### src/assert_macros.svh
// shared assertion macros, clocked on clock and disabled while reset is high
`ifndef ASSERT_MACROS_SVH
`define ASSERT_MACROS_SVH

// property must hold at every clock edge
`define ASSERT_ALWAYS(label, prop, msg) \
   label: assert property (@(posedge clock) disable iff (reset) (prop)) else $error(msg);

// consequent must hold in the same cycle as the antecedent
`define ASSERT_IMPLIES(label, ante, cons, msg) \
   label: assert property (@(posedge clock) disable iff (reset) (ante) |-> (cons)) \
      else $error(msg);

// consequent must hold in the cycle after the antecedent
`define ASSERT_NEXT(label, ante, cons, msg) \
   label: assert property (@(posedge clock) disable iff (reset) (ante) |=> (cons)) \
      else $error(msg);

`endif

### src/i2crt_pkg.sv
// ----------------------------------------------------------------------------
// i2crt_pkg
// Types and codes shared by the i2c register transaction sequencer.
// ----------------------------------------------------------------------------
package i2crt_pkg;

   localparam int COUNT_W    = 6;
   localparam int BYTE_W     = 8;
   localparam int INDEX_W    = 5;
   localparam int DEV_W      = 7;
   localparam int CSR_IDX_W  = 2;
   localparam int CSR_DATA_W = 8;

   // request kinds
   typedef enum logic [1:0] {
      REQ_START  = 2'd0,
      REQ_LOAD   = 2'd1,
      REQ_EVENT  = 2'd2,
      REQ_UNUSED = 2'd3
   } req_kind_type;

   // bus commands
   typedef enum logic [2:0] {
      CMD_NONE      = 3'd0,
      CMD_DATA      = 3'd1,
      CMD_READ_ADDR = 3'd2,
      CMD_STOP      = 3'd3,
      CMD_ACK_NEXT  = 3'd4,
      CMD_NACK_STOP = 3'd5
   } cmd_type;

   // transfer phases
   typedef enum logic [3:0] {
      PH_IDLE     = 4'd0,
      PH_REGISTER = 4'd1,
      PH_ADDRESS  = 4'd2,
      PH_WRITE    = 4'd3,
      PH_READ     = 4'd4,
      PH_SENT     = 4'd5,
      PH_RECEIVED = 4'd6,
      PH_ERROR    = 4'd7,
      PH_OVERFLOW = 4'd8
   } phase_type;

   // configuration register indexes
   typedef enum logic [CSR_IDX_W-1:0] {
      CSR_DEVICE_ADDRESS   = 2'd0,
      CSR_REGISTER_ADDRESS = 2'd1,
      CSR_WRITE_COUNT      = 2'd2,
      CSR_READ_COUNT       = 2'd3
   } csr_index_type;

   // one result as it moves down the pipeline
   typedef struct packed {
      cmd_type            cmd;
      logic [BYTE_W-1:0]  bus_byte;
      logic               use_store;
      logic               rx_valid;
      logic [INDEX_W-1:0] rx_index;
      phase_type          phase;
      logic               tx_done;
      logic               rx_done;
      logic               error_irq;
   } result_type;

endpackage

### src/i2crt_ram.sv
// ----------------------------------------------------------------------------
// i2crt_ram
// Generic single-write, single-read RAM with a registered read port.
// ----------------------------------------------------------------------------
module i2crt_ram #(
   parameter int WIDTH = 8,
   parameter int DEPTH = 32,
   localparam int ADDR_W = (DEPTH > 1) ? $clog2(DEPTH) : 1
) (
   input  logic              clock,
   input  logic              wr_en,
   input  logic [ADDR_W-1:0] wr_addr,
   input  logic [WIDTH-1:0]  wr_data,
   input  logic              rd_en,
   input  logic [ADDR_W-1:0] rd_addr,
   output logic [WIDTH-1:0]  rd_data
);

   logic [WIDTH-1:0] mem_ff [DEPTH];
   logic [WIDTH-1:0] rd_data_ff;

   // write port and registered read port
   always_ff @(posedge clock) begin
      if (wr_en) begin
         mem_ff[wr_addr] <= wr_data;
      end
      if (rd_en) begin
         rd_data_ff <= mem_ff[rd_addr];
      end
   end

   assign rd_data = rd_data_ff;

endmodule

### src/i2c_master_register_transaction.sv
// ----------------------------------------------------------------------------
// i2c_master_register_transaction
// Sequencer for one i2c master register read or write transaction.
// ----------------------------------------------------------------------------
// Usage: a start request arms a transaction, load requests fill the write
// buffer, and each bus event request returns the next bus command. Every
// request gives exactly one response on the rsp_ channel. The csr_ port sets
// device address, register address and byte counts; the user writes it only
// while no request is in flight, and the block does not enforce this.
// Pipeline: a request passes the decode register, then the output register.
// The accepting edge registers the decoded request, updates phase and
// positions and reads the write buffer RAM; the edge on which the decode
// stage advances picks the RAM byte into the output register.
// Throughput: one request per cycle while rsp_stall stays low, bounded by
// the single RAM read port, which serves one buffer read per request.
// Reset: phase goes to idle, positions and registers clear, pipeline empties.
// The write buffer keeps no reset value and must be loaded before use.
// Stall: with rsp_stall high the output register holds its response, the
// decode stage still fills once, and then req_stall rises until the output
// drains.
// ----------------------------------------------------------------------------
`include "assert_macros.svh"

module i2c_master_register_transaction
   import i2crt_pkg::*;
#(
   parameter int BUFFER_DEPTH = 32
) (
   input  logic                  clock,
   input  logic                  reset,
   // configuration port
   input  logic                  csr_write,
   input  logic [CSR_IDX_W-1:0]  csr_index,
   input  logic [CSR_DATA_W-1:0] csr_data,
   // request channel
   input  logic                  req_valid,
   output logic                  req_stall,
   input  logic [1:0]            req_type,
   input  logic [INDEX_W-1:0]    req_byte_index,
   input  logic [BYTE_W-1:0]     req_byte_value,
   input  logic                  req_arb_lost,
   input  logic                  req_write_flag,
   input  logic                  req_read_flag,
   input  logic                  req_rx_nack,
   // response channel
   output logic                  rsp_valid,
   input  logic                  rsp_stall,
   output logic [2:0]            rsp_bus_command,
   output logic [BYTE_W-1:0]     rsp_bus_byte,
   output logic                  rsp_rx_valid,
   output logic [INDEX_W-1:0]    rsp_rx_index,
   output logic [3:0]            rsp_phase,
   output logic                  rsp_tx_done,
   output logic                  rsp_rx_done,
   output logic                  rsp_error_irq
);

   localparam int ADDR_W  = (BUFFER_DEPTH > 1) ? $clog2(BUFFER_DEPTH) : 1;
   localparam int DEPTH_W = $clog2(BUFFER_DEPTH + 1);
   localparam int CMP_W   = (DEPTH_W > COUNT_W + 1) ? DEPTH_W : COUNT_W + 1;
   localparam logic [CMP_W-1:0] DEPTH_C = CMP_W'(BUFFER_DEPTH);

   // configuration registers
   logic [DEV_W-1:0]   device_address_ff;
   logic [BYTE_W-1:0]  register_address_ff;
   logic [COUNT_W-1:0] write_count_ff;
   logic [COUNT_W-1:0] read_count_ff;

   // transfer state
   phase_type          phase_ff,     phase_in;
   logic [COUNT_W-1:0] write_pos_ff, write_pos_in;
   logic [COUNT_W-1:0] read_pos_ff,  read_pos_in;

   // pipeline
   logic       s1_valid_ff,  s1_valid_in;
   result_type s1_ff,        s1_in;
   logic       out_valid_ff, out_valid_in;
   result_type out_ff,       out_in;
   logic       s1_adv;
   logic       req_fire;

   // write buffer ports
   logic              store_wr_en;
   logic [ADDR_W-1:0] store_wr_addr;
   logic [ADDR_W-1:0] store_rd_addr;
   logic [BYTE_W-1:0] store_rd_data;

   // configuration writes
   always_ff @(posedge clock) begin
      if (reset) begin
         device_address_ff   <= '0;
         register_address_ff <= '0;
         write_count_ff      <= '0;
         read_count_ff       <= '0;
      end else if (csr_write) begin
         unique case (csr_index_type'(csr_index))
            CSR_DEVICE_ADDRESS:   device_address_ff   <= csr_data[DEV_W-1:0];
            CSR_REGISTER_ADDRESS: register_address_ff <= csr_data[BYTE_W-1:0];
            CSR_WRITE_COUNT:      write_count_ff      <= csr_data[COUNT_W-1:0];
            CSR_READ_COUNT:       read_count_ff       <= csr_data[COUNT_W-1:0];
            default:              ;
         endcase
      end
   end

   // handshake: decode stage moves on when the output register is free
   assign s1_adv    = !out_valid_ff || !rsp_stall;
   assign req_stall = s1_valid_ff && !s1_adv;
   assign req_fire  = req_valid && !req_stall;

   // request decode and state update
   always_comb begin
      logic [CMP_W-1:0] wr_limit;
      logic [CMP_W-1:0] wpos_ext;
      logic [CMP_W-1:0] rpos_ext;
      logic [CMP_W-1:0] idx_ext;
      logic [CMP_W-1:0] rpos_inc;

      wpos_ext = CMP_W'(write_pos_ff);
      rpos_ext = CMP_W'(read_pos_ff);
      idx_ext  = CMP_W'(req_byte_index);
      rpos_inc = rpos_ext + CMP_W'(1);
      wr_limit = (CMP_W'(write_count_ff) < DEPTH_C) ? CMP_W'(write_count_ff) : DEPTH_C;

      phase_in     = phase_ff;
      write_pos_in = write_pos_ff;
      read_pos_in  = read_pos_ff;

      s1_in           = '0;
      s1_in.cmd       = CMD_NONE;
      store_wr_en     = 1'b0;
      store_wr_addr   = idx_ext[ADDR_W-1:0];
      store_rd_addr   = wpos_ext[ADDR_W-1:0];

      unique case (req_kind_type'(req_type))
         REQ_START: begin
            phase_in     = PH_REGISTER;
            write_pos_in = '0;
            read_pos_in  = '0;
         end
         REQ_LOAD: begin
            store_wr_en = req_fire && (idx_ext < DEPTH_C);
         end
         REQ_EVENT: begin
            if (req_arb_lost) begin
               phase_in        = PH_ERROR;
               s1_in.cmd       = CMD_STOP;
               s1_in.error_irq = 1'b1;
            end else if (req_write_flag) begin
               if (req_rx_nack) begin
                  phase_in        = PH_ERROR;
                  s1_in.cmd       = CMD_STOP;
                  s1_in.error_irq = 1'b1;
               end else begin
                  unique case (phase_ff)
                     PH_REGISTER: begin
                        s1_in.cmd      = CMD_DATA;
                        s1_in.bus_byte = register_address_ff;
                        phase_in       = (read_count_ff != '0) ? PH_ADDRESS : PH_WRITE;
                     end
                     PH_ADDRESS: begin
                        s1_in.cmd      = CMD_READ_ADDR;
                        s1_in.bus_byte = {device_address_ff, 1'b1};
                        phase_in       = PH_READ;
                     end
                     PH_WRITE: begin
                        if (wpos_ext < wr_limit) begin
                           s1_in.cmd       = CMD_DATA;
                           s1_in.use_store = 1'b1;
                           write_pos_in    = write_pos_ff + COUNT_W'(1);
                        end else begin
                           s1_in.cmd     = CMD_STOP;
                           s1_in.tx_done = 1'b1;
                           phase_in      = PH_SENT;
                        end
                     end
                     default: ;
                  endcase
               end
            end else if (req_read_flag) begin
               if (phase_ff != PH_READ) begin
                  phase_in        = PH_ERROR;
                  s1_in.cmd       = CMD_STOP;
                  s1_in.error_irq = 1'b1;
               end else if (rpos_ext >= DEPTH_C) begin
                  // buffer full: drop the byte and end the transfer
                  s1_in.cmd = CMD_NACK_STOP;
                  phase_in  = PH_OVERFLOW;
               end else begin
                  s1_in.bus_byte = req_byte_value;
                  s1_in.rx_valid = 1'b1;
                  s1_in.rx_index = read_pos_ff[INDEX_W-1:0];
                  read_pos_in    = rpos_inc[COUNT_W-1:0];
                  if (rpos_inc < CMP_W'(read_count_ff)) begin
                     s1_in.cmd = CMD_ACK_NEXT;
                  end else begin
                     s1_in.cmd     = CMD_NACK_STOP;
                     s1_in.rx_done = 1'b1;
                     phase_in      = PH_RECEIVED;
                  end
               end
            end else begin
               // event with no flag set
               phase_in        = PH_ERROR;
               s1_in.cmd       = CMD_STOP;
               s1_in.error_irq = 1'b1;
            end
         end
         default: ;
      endcase

      s1_in.phase = phase_in;
   end

   // write buffer; a load and a used buffer read never share an edge, so the
   // registered read always sees every earlier load
   i2crt_ram #(
      .WIDTH (BYTE_W),
      .DEPTH (BUFFER_DEPTH)
   ) u_store (
      .clock   (clock),
      .wr_en   (store_wr_en),
      .wr_addr (store_wr_addr),
      .wr_data (req_byte_value),
      .rd_en   (req_fire),
      .rd_addr (store_rd_addr),
      .rd_data (store_rd_data)
   );

   // pipeline next values
   always_comb begin
      s1_valid_in  = s1_valid_ff;
      out_valid_in = out_valid_ff;
      out_in       = out_ff;

      if (s1_adv) begin
         out_valid_in = s1_valid_ff;
         if (s1_valid_ff) begin
            out_in           = s1_ff;
            out_in.use_store = 1'b0;
            if (s1_ff.use_store) begin
               out_in.bus_byte = store_rd_data;
            end
         end
         s1_valid_in = 1'b0;
      end
      if (req_fire) begin
         s1_valid_in = 1'b1;
      end
   end

   // control registers
   always_ff @(posedge clock) begin
      if (reset) begin
         phase_ff     <= PH_IDLE;
         write_pos_ff <= '0;
         read_pos_ff  <= '0;
         s1_valid_ff  <= 1'b0;
         out_valid_ff <= 1'b0;
      end else begin
         if (req_fire) begin
            phase_ff     <= phase_in;
            write_pos_ff <= write_pos_in;
            read_pos_ff  <= read_pos_in;
         end
         s1_valid_ff  <= s1_valid_in;
         out_valid_ff <= out_valid_in;
      end
   end

   // payload registers
   always_ff @(posedge clock) begin
      if (req_fire) begin
         s1_ff <= s1_in;
      end
      out_ff <= out_in;
   end

   // response ports
   assign rsp_valid       = out_valid_ff;
   assign rsp_bus_command = out_ff.cmd;
   assign rsp_bus_byte    = out_ff.bus_byte;
   assign rsp_rx_valid    = out_ff.rx_valid;
   assign rsp_rx_index    = out_ff.rx_index;
   assign rsp_phase       = out_ff.phase;
   assign rsp_tx_done     = out_ff.tx_done;
   assign rsp_rx_done     = out_ff.rx_done;
   assign rsp_error_irq   = out_ff.error_irq;

   // checks
   `ASSERT_IMPLIES(a_rx_phase, rsp_valid && rsp_rx_valid,
                   rsp_phase == PH_READ || rsp_phase == PH_RECEIVED,
                   "received byte outside read phase")
   `ASSERT_IMPLIES(a_error_stop, rsp_valid && rsp_error_irq,
                   rsp_bus_command == CMD_STOP && rsp_phase == PH_ERROR,
                   "error without stop")
   `ASSERT_IMPLIES(a_tx_done, rsp_valid && rsp_tx_done,
                   rsp_bus_command == CMD_STOP && rsp_phase == PH_SENT,
                   "write done without stop")
   `ASSERT_IMPLIES(a_store_use, s1_valid_ff && s1_ff.use_store,
                   s1_ff.cmd == CMD_DATA && s1_ff.phase == PH_WRITE,
                   "buffer read outside write phase")
   `ASSERT_NEXT(a_s1_hold, s1_valid_ff && !s1_adv, s1_valid_ff,
                "decode stage lost a request")

endmodule

### config.mk
export PLATFORM = sky130hd
export DESIGN_NAME = i2c_master_register_transaction
export DESIGN_NICKNAME = d
export VERILOG_FILES = /design/src/i2crt_pkg.sv /design/src/i2crt_ram.sv /design/src/i2c_master_register_transaction.sv
export VERILOG_INCLUDE_DIRS = /design/src /design/src/src
export SDC_FILE = /design/constraint.sdc
export NUM_CORES = 1
export LEC_CHECK = 0
export BUFFER_PORTS_ARGS = -buffer_cell sky130_fd_sc_hd__buf_2
export CAP_MARGIN = 40
export CORE_UTILIZATION = 40
export DETAILED_ROUTE_END_ITERATION = 6
export SETUP_SLACK_MARGIN = 0.2
export SKIP_LAST_GASP = 1
export SYNTH_ARGS = -nofsm -noshare
export SYNTH_HDL_FRONTEND = slang
export SYNTH_SLANG_ARGS = --single-unit
### constraint.sdc
create_clock -name clock -period 2.8 [get_ports clock]
set_clock_uncertainty 0.15 [all_clocks]
set_input_delay 0.28 -clock clock [delete_from_list [all_inputs] [get_ports clock]]
set_output_delay 0.28 -clock clock [all_outputs]
set_load 0.03 [all_outputs]
# Word-level counts from Yosys, hierarchy flattened
# Memories as Yosys holds them, arrays and structs flattened. A register that Yosys moved wholly into a read port is not among the register bits.
# Index checks and enable logic that the tools add are counted.
[op_classes]
n_addsub = 2
mul = 0
div_mod_pow = 0
magnitude_cmp = 4
eq_ne = 18
shifts = 0
n_mux = 54
n_bitwise = 4
reduce_logical = 23
[op_table]
columns = ["cell", "n"]
rows = [
  ["2-to-1 mux 6 bit", 12],
  ["2-to-1 mux 4 bit", 8],
  ["2-to-1 mux 8 bit", 4],
  ["case mux 6 bit (2 select lines)", 2],
  ["2-to-1 mux 1 bit", 17],
  ["!= test 2 bit, second input constant", 8],
  ["case mux 8 bit (2 select lines)", 1],
  ["AND reduction 7 bit", 2],
  ["case mux 4 bit (3 select lines)", 1],
  ["2-to-1 mux 11 bit", 1],
  ["AND reduction 2 bit", 5],
  ["OR reduction 5 bit", 2],
  ["2-to-1 mux 3 bit", 3],
  ["2-to-1 mux 9 bit", 1],
  ["== test 4 x 2 -> 1 bit, second input constant", 2],
  ["case mux 4 bit (2 select lines)", 1],
  ["adder 6 x 1 -> 7 bit, second input constant", 1],
  ["< comparator 7 x 6 -> 1 bit", 1],
  ["adder 6 x 1 -> 6 bit, second input constant", 1],
  ["== test 2 bit, second input constant", 3],
  [">= comparator 6 bit, second input constant", 1],
  ["< comparator 6 bit", 1],
  ["< comparator 6 bit, second input constant", 1],
  ["case mux 2 bit (3 select lines)", 1],
  ["other kinds (14)", 25],
]
[word_totals]
ff_bits = 94
latchBits = 0
ramBits = 256
romBits = 0
inputBits = 34
out_inout_bits = 26
elab_cells = 133
mem_count = 1
[mem_list]
columns = ["name", "words", "word_bits", "read_ports", "rd_clocked_by_memory_dff", "write_ports", "line_no", "source"]
rows = [
  ["u_store.mem_ff", 32, 8, 1, 1, 1, "i2crt_ram.sv:19", "logic [WIDTH-1:0] mem_ff [DEPTH];"],
]

# Longest topological paths before layout
# Gate-level depths: netlist of run 1.
[depth]
word_depth = 9
mapped_depth = 9
depth_no_buf = 9

# By module
# Synthesis of run 1 repeated with hierarchy kept, for this count alone.
[hier_totals]
hier_cells = 790
hier_area_um2 = 14306.2
[modules_own_cells]
columns = ["mod", "n_inst", "cells_each", "area_per_inst_um2", "seq_area_each_um2"]
rows = [
  ["i2crt_ram", 1, 417, 10133.5, 7927.6],
  ["i2c_master_register_transaction", 1, 373, 4172.8, 2372.3],
]

# Worst setup path before layout of run 1
# Ideal clock, no wire load.
[synth_timing]
kind = "register to register"
from = "reg out_valid_ff (netlist: rsp_valid)"
to = "reg write_pos_ff[2]"
setup_time_ns = 0.132
arrival_time_ns = 2.657
t_required_ns = 2.518
setup_slack_ns = -0.139
path_stages_with_launch = 8
path_buffers = 1
period_less_slack_ns = 2.939
cell_sequence = "dfxtp_1 > and3_1 > nand2b_1 > inv_1 > clkbuf_1 > nand2_1 > o311ai_0 > a21oi_1"
[synth_via]
elab_chain_len = 7
[synth_rtl]
columns = ["item", "line_no", "source"]
rows = [
  ["start, declared", "i2c_master_register_transaction.sv:77", "logic out_valid_ff, out_valid_in;"],
  ["start signal, assigned", "i2c_master_register_transaction.sv:267", "out_valid_ff <= out_valid_in;"],
  ["logical NOT 1 bit", "i2c_master_register_transaction.sv:107", "assign s1_adv = !out_valid_ff || !rsp_stall;"],
  ["logical OR 1 bit", "i2c_master_register_transaction.sv:107", ""],
  ["logical NOT 1 bit", "i2c_master_register_transaction.sv:108", "assign req_stall = s1_valid_ff && !s1_adv;"],
  ["logical AND 1 bit", "i2c_master_register_transaction.sv:108", ""],
  ["net req_stall", "i2c_master_register_transaction.sv:37", "output logic req_stall,"],
  ["logical NOT 1 bit", "i2c_master_register_transaction.sv:109", "assign req_fire = req_valid && !req_stall;"],
  ["logical AND 1 bit", "i2c_master_register_transaction.sv:109", ""],
  ["net req_fire", "i2c_master_register_transaction.sv:80", "logic req_fire;"],
  ["AND reduction 7 bit (no source line)", "n/a", ""],
  ["end signal, assigned", "i2c_master_register_transaction.sv:263", "write_pos_ff <= write_pos_in;"],
  ["end, declared", "i2c_master_register_transaction.sv:71", "logic [COUNT_W-1:0] write_pos_ff, write_pos_in;"],
]
# The timed path passes the listed nets, and every way through them passes these cells.
# A chain may end at the register's enable or synchronous reset.

# Worst setup path after layout of run 1
[layout_timing]
from = "in rsp_stall"
to = "mem u_store.mem_ff[15][0] (enable)"
[layout_via]
elab_chain_len = 9
[layout_rtl]
columns = ["item", "line_no", "source"]
rows = [
  ["start, declared", "i2c_master_register_transaction.sv:47", "input logic rsp_stall,"],
  ["logical NOT 1 bit", "i2c_master_register_transaction.sv:107", ""],
  ["logical OR 1 bit", "i2c_master_register_transaction.sv:107", ""],
  ["logical NOT 1 bit", "i2c_master_register_transaction.sv:108", ""],
  ["logical AND 1 bit", "i2c_master_register_transaction.sv:108", ""],
  ["logical NOT 1 bit", "i2c_master_register_transaction.sv:109", ""],
  ["logical AND 1 bit", "i2c_master_register_transaction.sv:109", ""],
  ["2-to-1 mux 1 bit", "i2c_master_register_transaction.sv:135", "unique case (req_kind_type'(req_type))"],
  ["2-to-1 mux 1 bit", "i2crt_ram.sv:24", "if (wr_en) begin"],
  ["2-to-1 mux 1 bit (not written as such)", "i2crt_ram.sv:25", "mem_ff[wr_addr] <= wr_data;"],
  ["end, declared", "i2crt_ram.sv:19", ""],
]
# No other way between the ends.

==> results of run 1 <==
## cell usage after synthesis, drive strengths merged (13+ instances only)
library cell / number / share of area, %
ha: 13 / 1.1
nor2: 85 / 2.2
inv: 14 / 0.36
mux2i: 44 / 3.0
nand2: 24 / 0.62
edfxtp: 313 / 65
mux4: 72 / 11
clkbuf: 27 / 0.71
buf: 19 / 0.60
dfxtp: 45 / 6.2
## flip-flops by register name (all words and copies together) (netlist names), 3 cells and up
register / count
register_address_ff: 8
s1_ff: 25
u_store.mem_ff: 256
write_count_ff: 6
phase_ff: 4
rsp_bus_byte: 8
read_pos_ff: 6
write_pos_ff: 6
device_address_ff: 7
rsp_rx_index: 5
u_store.rd_data: 8
rsp_bus_command: 3
rsp_phase: 4
read_count_ff: 6
## how the worst max path moves through the flow
stage | start | to | slack [ps] | depth (start not counted)
5_1_grt | rsp_stall | u_store.mem_ff[15][1] | 220 | 10
6_report | rsp_stall | u_store.mem_ff[15][0] | 320 | 10
4_1_cts | rsp_stall | u_store.mem_ff[15][1] | 210 | 9
3_3_place_gp | read_pos_ff[0] | s1_ff[5] | 180 | 9
2_1_floorplan | rsp_valid | u_store.mem_ff[16][0] | 100 | 6
3_5_place_dp | read_pos_ff[1] | s1_ff[5] | 150 | 9
## stage by stage
step | total power, W | instance area (sq um) | std cells | util (%)
2_1_floorplan | 0.00621 | 14500 | 835 | -
3_3_place_gp | 0.00639 | 15600 | 1361 | 43.9
3_5_place_dp | 0.00639 | 15600 | 1361 | 43.9
4_1_cts | 0.0114 | 17000 | 1445 | 47.9
5_1_grt | 0.0116 | 17100 | 1446 | 48.0
6_report | 0.0113 | 17100 | 1446 | 48.0
## cell type report
| cell class | instances | area [sq um] |
|---|---|---|
| inverters | 14 | 52.6 |
| clock inverters | 26 | 277 |
| fillers | 2986 | 18500 |
| flip-flops and latches | 358 | 10300 |
| well taps | 461 | 577 |
| clock buffers | 43 | 970 |
| multi-input cells | 417 | 4000 |
| repair buffers | 127 | 881 |
## worst register-to-register path, stage by stage (launching register included)
cell and delay [ps]:
dfxtp_2 390, ha_4 170, and3_4 200, xor2_2 160, ha_1 260, a21o_1 170, a21oi_2 170, o211ai_1 130
and3_1 210, a211o_1 220
## kinds of logic after synthesis
| logic type | Yosys count | synth area share, % |
|---|---|---|
| buf+inv | 60 | 1.68 |
| xor+xnor | 4 | 0.242 |
| fa+ha+maj | 13 | 1.12 |
| mux | 124 | 14.9 |
| flops | 358 | 71.1 |
| compound gates | 94 | 4.60 |
| simple gates | 182 | 6.34 |
## layer usage
layer  track usage (%)  up-vias  share of wire, %
met5                 0        -                 0
met3              2.67       42               4.6
met2              26.6      213                48
met4              4.48        0               1.7
met1              23.4     3913                46
li1                  -     3556                 -
## power by group through the flow
stage	clock [W]	combinational (W)	sequential, W
after floorplan	0	0.000170	0.00604
after global placement	0	0.000374	0.00601
after detailed placement	0	0.000378	0.00602
after CTS	0.00511	0.000396	0.00590
after global routing	0.00531	0.000429	0.00591
final	0.00500	0.000394	0.00590
## timing repair
action                                  CTS  global route
setup buffers                             0             1
pin swaps                                 0             1
gates resized for setup                   3             8
endpoints found under the setup margin    2            85
endpoints found under the hold margin    34             0
hold buffers                             15             0
==> run metrics, run 1 <==
measured slew at the worst slew-check pin=743 ps; hold_sp=req_arb_lost; largest net degree at the start of global routing=47; max cap viols=0; clk slew on worst S/H paths=60 ps; Switching Fraction=20.7%; vias per cell=5.34; combinational share of power=3.5%; initial DRC count=516; Post-Place Setup Slack=145 ps; Int Pwr=0.00896 W; via count=7724; DP Wirelength=19.3 mm; ANT cells=0; Mapped Nets=882; Final Critical Period=2480 ps; fin nets=1003; critical path capture point type=flip-flop; CP max FO=8; Peak Freq=403 MHz; Num CTS Buffers=38; Port Buf Inserts=59; Final Cycle Share=88.6%; Worst Path Required=2880 ps; FF-to-FF setup slack=340 ps; drt drc=0; Synth Cell Area=0.0145 sq mm; Setup violations, final=0; Initial Util=40.7%; Max Root-Sink Buffers=3; Setup CP Type=in -> reg; hold slack final=41.7 ps; Most used DFF post-synth=edfxtp_1; Yosys cell types=59; Reg-to-Reg Start=read_pos_ff[0]; r2r endpoint=s1_ff[5]; routed length per placed instance=20.6 microns; VDD IR max=0.443 mV; sequential share of power=52.3%; number of synthesized flops with an enable pin=313; Post-Route Setup TNS=0 ps; TritonCTS Sinks=358; reg2reg path depth=9; H-Tree Depth=2; RSZ-0062 raised after global routing=no; TritonCTS clock tree=yes; Cells after Synth=835; Final Slew Violations=0; I/O Pins=60; CP Buf/Inv Count=5; register area share after synthesis=71.1%; most common cell after layout, fill and taps aside=edfxtp_1; clock share of power=44.3%; Antenna Nets Post-Route=0; Die Height=192 microns; initial antenna violation count=0; Congestion Overflow GR=0; Psw=0.00233 W; outcome=completed; leading cell types in the layout, fill and taps excluded=edfxtp_1 (313), nor2_1 (76), mux4_2 (72); crit path launch type=input port; Leakage=5.78 nW; fin worst setup slack=320 ps; core area=0.0356 sq mm; Cell Pwr Density=662 mW/mm^2; layout cells sized above 1=28.8%; CP arrival=2560 ps; WHS Endpoint=s1_ff[0]; Mapped Avg Cell Area=17.3 sq um; Area Overhead vs Synth=17.9%; slowest cell delay on critical path=560 ps; Die Width=192 microns; yosys warns=0; Clk Latency, worst-skew pair=530 ps; global-route wire length before repair=45.7 mm; crit-path cells=dlygate4sd3_1 -> buf_2 -> and3_1 -> nand2b_1 -> inv_1 -> nand4b_1 -> buf_4 -> or3b_2 -> nor2_2 -> buf_4; Seq cells post-synth=358; Worst path slowest cell=or3b_2; delay-heaviest family, CP=simple AND/OR/NAND/NOR gates; Routed WL=29.9 mm; routability cong.=0.828; worst hold path class=in -> reg; Hold Fails Final Rpt=0; Die ar.=0.0370 sq mm; Top cell by count, worst path=buf_4; row count=69; ys async rst share=0%; 1st-pass router iterations=5; global-route usage over all layers=16.6%; CTS root buf=clkbuf_16; hold depth=3; number of global-route vias before repair=7730; Slew HR=50.4%
Power figures use the tool's default switching activity.
==> run 2, diff against run 1 <==
- clock period: 2.8 -> 2.6 ns (I/O delays scaled with it)
==> run metrics, run 2 (synthesized netlist as in run 1, its figures left out) <==
FF-to-FF setup slack=210 ps; measured slew at the worst slew-check pin=732 ps; placed insts=1368; Routed WL=30.7 mm; Cell Pwr Density=693 mW/mm^2; Initial Util=40.7%; Peak Freq=418 MHz; routability cong.=0.829; critical path capture point type=flip-flop; Port Buf Inserts=59; Leakage=5.87 nW; ANT cells=0; via count=7807; Area Overhead vs Synth=19.5%; Slew HR=51.2%; Post-Route Setup TNS=0 ps; DP Wirelength=19.8 mm; Final Util=48.6%; CP max FO=6; global-route usage over all layers=17.2%; CP endpoint=s1_ff[5]; Setup violations, final=0; Max Root-Sink Buffers=3; Top reg by flops=u_store.mem_ff; core area=0.0356 sq mm; Total Power=0.0120 W; row count=69; Die Height=192 microns; RSZ-0062 raised after global routing=yes; crit path launch type=flip-flop; Die ar.=0.0370 sq mm; 1st-pass router iterations=5; max cap viols=0; Largest regs=u_store.mem_ff (256), s1_ff (25); Reg-to-Reg Start=read_pos_ff[0]; TritonCTS clock tree=yes; Final Slew Violations=0; most common cell after layout, fill and taps aside=edfxtp_1; r2r endpoint=s1_ff[5]; Antenna Nets Post-Route=0; TritonCTS Sinks=358; CP Launch Point=read_pos_ff[0]; Setup CP Type=reg -> reg; Die Width=192 microns; reg2reg path depth=9; Final Cycle Share=92.1%; Congestion Overflow GR=0; Num CTS Buffers=39; vias per cell=5.35; Hold Fails Final Rpt=0; drt drc=0; Largest register FFs=256; Cell Area, Placed=0.0158 sq mm; fin nets=1018; hold_sp=rsp_stall; worst hold path class=in -> reg; outcome=completed; Finished Layout Cells=1460; number of global-route vias before repair=7686; VDD IR max=0.588 mV; largest net degree at the start of global routing=47; CTS root buf=clkbuf_16; layout cells sized above 1=29.7%; Final Critical Period=2390 ps; Clk Latency, worst-skew pair=530 ps; leading cell types in the layout, fill and taps excluded=edfxtp_1 (313), nor2_1 (78), mux4_2 (72); routed length per placed instance=21.0 microns; I/O Pins=60; global-route wire length before repair=46.7 mm; Final Instance Area=0.0173 sq mm; initial antenna violation count=0; Worst Path Required=2740 ps; clk slew on worst S/H paths=60 ps; initial DRC count=653; CP arrival=2530 ps; H-Tree Depth=2
-- run 2: changes by cell type in the layout (fill, tap and decap cells not counted), sizes merged --
cell | before | now
buf | 112 | 126
bufinv | 5 | 1
clkbuf | 43 | 54
clkinv | 15 | 10
clkinvlp | 4 | 2
-- run 2: layout make-up --
type	count	area (sq um)
Sequential cell	358	10300
Clock buffer	54	1080
Inverter	14	52.6
Tap cell	461	577
Timing Repair Buffer	141	1100
Clock inverter	15	119
Multi-Input combinational cell	417	4040
Fill cell	3027	18300
-- run 2: per-layer routing --
| metal | vias to the layer above | global-route usage, % | part of all wire (%) |
|---|---|---|---|
| met5 | - | 0 | 0 |
| met4 | 0 | 4.97 | 2.3 |
| met3 | 54 | 2.61 | 5.1 |
| met2 | 224 | 26.5 | 46 |
| met1 | 3938 | 25.1 | 47 |
| li1 | 3591 | - | - |
-- run 2: worst max-delay path: stages (launching register included) --
cell and delay [ps]:
dfxtp_4 360, ha_4 160, and3_4 180, xor2_2 140, ha_1 290, a21o_1 170
a21oi_2 150, o211ai_1 130, and3_1 190, a211o_1 220
-- run 2: how the worst min path moves through the flow --
stage	cells past startpoint	to
finish	2	rsp_bus_byte[0]
global route	3	s1_ff[22]
CTS	3	s1_ff[0]
detailed placement	0	rsp_error_irq
global placement	0	rsp_rx_index[0]
floorplan	0	u_store.mem_ff[0][0]
-- run 2: power by group --
part	switching, W	total, W	internal (W)
Clock	0.00216	0.00519	0.00303
Combinational	0.000301	0.000445	0.000144
Sequential	0.0000351	0.00635	0.00632
Total	0.00250	0.0120	0.00949
-- run 2: what timing repair did --
item,CTS,global route
hold buffers,15,0
buffers inserted,0,8
endpoints found under the setup margin,113,166
gates resized for setup,7,16
pin swaps,1,12
endpoints found under the hold margin,42,0
-- run 2: through the flow --
| stage | hold slack [ps] | setup WS [ps] |
|---|---|---|
| floorplan | 209 | -20.4 |
| global placement | 251 | 129 |
| detailed placement | 255 | 103 |
| global route | 40.3 | 122 |
| finish | 27.3 | 206 |
| CTS | 13.1 | 170 |
==> run 3, diff against run 2 <==
- CTS_BUF_LIST: unset -> sky130_fd_sc_hd__clkbuf_8
==> run metrics, run 3 (synthesized netlist as in run 1, its figures left out) <==
Clk Latency, worst-skew pair=640 ps; CP max FO=6; Total Power=0.0117 W; slowest cell delay on critical path=360 ps; reg2reg path depth=9; core area=0.0356 sq mm; hold slack final=64.3 ps; worst hold path class=in -> reg; multi-input logic area=0.00406 sq mm; Leakage=5.99 nW; Max Root-Sink Buffers=3; layout cells sized above 1=30.9%; TritonCTS Sinks=358; H-Tree Depth=2; Largest register FFs=256; vias per cell=5.28; Die Width=192 microns; ANT cells=0; failing checks=DRC; Hold Fails Final Rpt=0; combinational share of power=3.9%; Final Util=48.8%; fin nets=1047; max cap viols=0; measured slew at the worst slew-check pin=746 ps; Cell Pwr Density=673 mW/mm^2; Final Slew Violations=0; initial DRC count=503; Setup CP Type=reg -> reg; Reg-to-Reg Start=read_pos_ff[0]; Psw=0.00253 W; Switching Fraction=21.7%; Die ar.=0.0370 sq mm; VDD IR max=0.407 mV; critical path capture point type=flip-flop; Register Area=0.0103 sq mm; Initial Util=40.7%; routability cong.=0.829; Worst Path Required=2840 ps; global-route usage over all layers=17.7%; initial antenna violation count=0; TritonCTS clock tree=yes; Setup violations, final=0; Die Height=192 microns; Num CTS Buffers=58; 1st-pass router iterations=7; Final Cycle Share=92.1%; Antenna Nets Post-Route=0; sequential share of power=54.3%; clock share of power=41.7%; Int Pwr=0.00917 W; Routed WL=31.4 mm; row count=69; DP Wirelength=19.8 mm; outcome=finished with violations; FILL cells=3040; I/O Pins=60; Port Buf Inserts=59; CP arrival=2630 ps; number of global-route vias before repair=7942; crit-path cells=ha_4 -> and3_4 -> xor2_2 -> ha_1 -> a21o_1 -> a21oi_2 -> o211ai_1 -> and3_1 -> a211o_1; Area Overhead vs Synth=20.0%; largest net degree at the start of global routing=47; Largest regs=u_store.mem_ff (256), s1_ff (25); crit path launch type=flip-flop; Peak Freq=417 MHz; most common cell after layout, fill and taps aside=edfxtp_1; via count=7967; CTS root buf=clkbuf_8; clk slew on worst S/H paths=60 ps; Post-Route Setup TNS=0 ps; global-route wire length before repair=47.6 mm; Congestion Overflow GR=0; leading cell types in the layout, fill and taps excluded=edfxtp_1 (313), nor2_1 (78), mux4_2 (72); RSZ-0062 raised after global routing=yes; r2r endpoint=s1_ff[5]; routed length per placed instance=20.8 microns; hold_sp=req_byte_value[3]; drt drc=3; Slew HR=50.2%; Worst path slowest cell=dfxtp_4; Final Critical Period=2400 ps; Top reg by flops=u_store.mem_ff; hold depth=1; WHS Endpoint=u_store.mem_ff[31][3]; FF-to-FF setup slack=200 ps
## run 3: power by group through the flow
stage               clock network [W]  logic [W]  registers [W]
finish                        0.00488   0.000462        0.00636
global route                  0.00526   0.000498        0.00636
CTS                           0.00504   0.000449        0.00636
detailed placement                  0   0.000418        0.00648
global placement                    0   0.000411        0.00648
floorplan                           0   0.000183        0.00650
## run 3: what timing repair did
action | CTS | global route
pin swaps | 2 | 14
setup buffers | 0 | 9
gates cloned | 0 | 0
hold endpoints to repair | 66 | 0
gates resized for setup | 7 | 20
setup endpoints to repair | 105 | 140
hold buffers | 24 | 0
## run 3: final cells by class
cell class	count	area share [%]
repair buffers	151	6.88
clock buffers	58	4.59
flip-flops and latches	358	59.4
well taps	461	3.32
clock inverters	50	2.13
multi-input cells	417	23.3
inverters	14	0.317
## run 3: per-layer routing
| metal | vias up | wire [microns] | global-route usage (%) | part of all wire, % |
|---|---|---|---|---|
| li1 | 3658 | - | - | - |
| met1 | 3999 | 14300 | 24.8 | 46 |
| met2 | 251 | 14600 | 26.9 | 47 |
| met3 | 59 | 1670 | 3.53 | 5.3 |
| met4 | 0 | 775 | 7.06 | 2.5 |
| met5 | - | 0 | 0 | 0 |
## run 3: worst max-delay path by stage
stage                     slack, ps                     to  depth (start not counted)            from
after CTS                       180               s1_ff[5]                          9  read_pos_ff[0]
after detailed placement        100               s1_ff[5]                          9  read_pos_ff[0]
after floorplan                 -20  u_store.mem_ff[15][0]                          6       rsp_valid
after global routing            110               s1_ff[5]                          9  read_pos_ff[0]
after global placement          130               s1_ff[5]                          9  read_pos_ff[0]
final                           200               s1_ff[5]                          9  read_pos_ff[0]
## run 3: worst max-delay path: cells and delay by family (launching register included)
family / cells / cell delay (ps)
AND/OR/NAND/NOR: 2 / 370
XOR/XNOR: 1 / 140
flip-flops: 1 / 360
AO/OA/AOI/OAI: 4 / 660
adder cells (fa/ha/maj): 2 / 460
## run 3: per-stage QoR
step                worst slack, ps  cell area, sq um  instances
floorplan                     -20.4             14500        835
global placement                129             15800       1368
detailed placement              103             15800       1368
CTS                             176             17200       1500
global route                    112             17400       1509
finish                          204             17400       1509
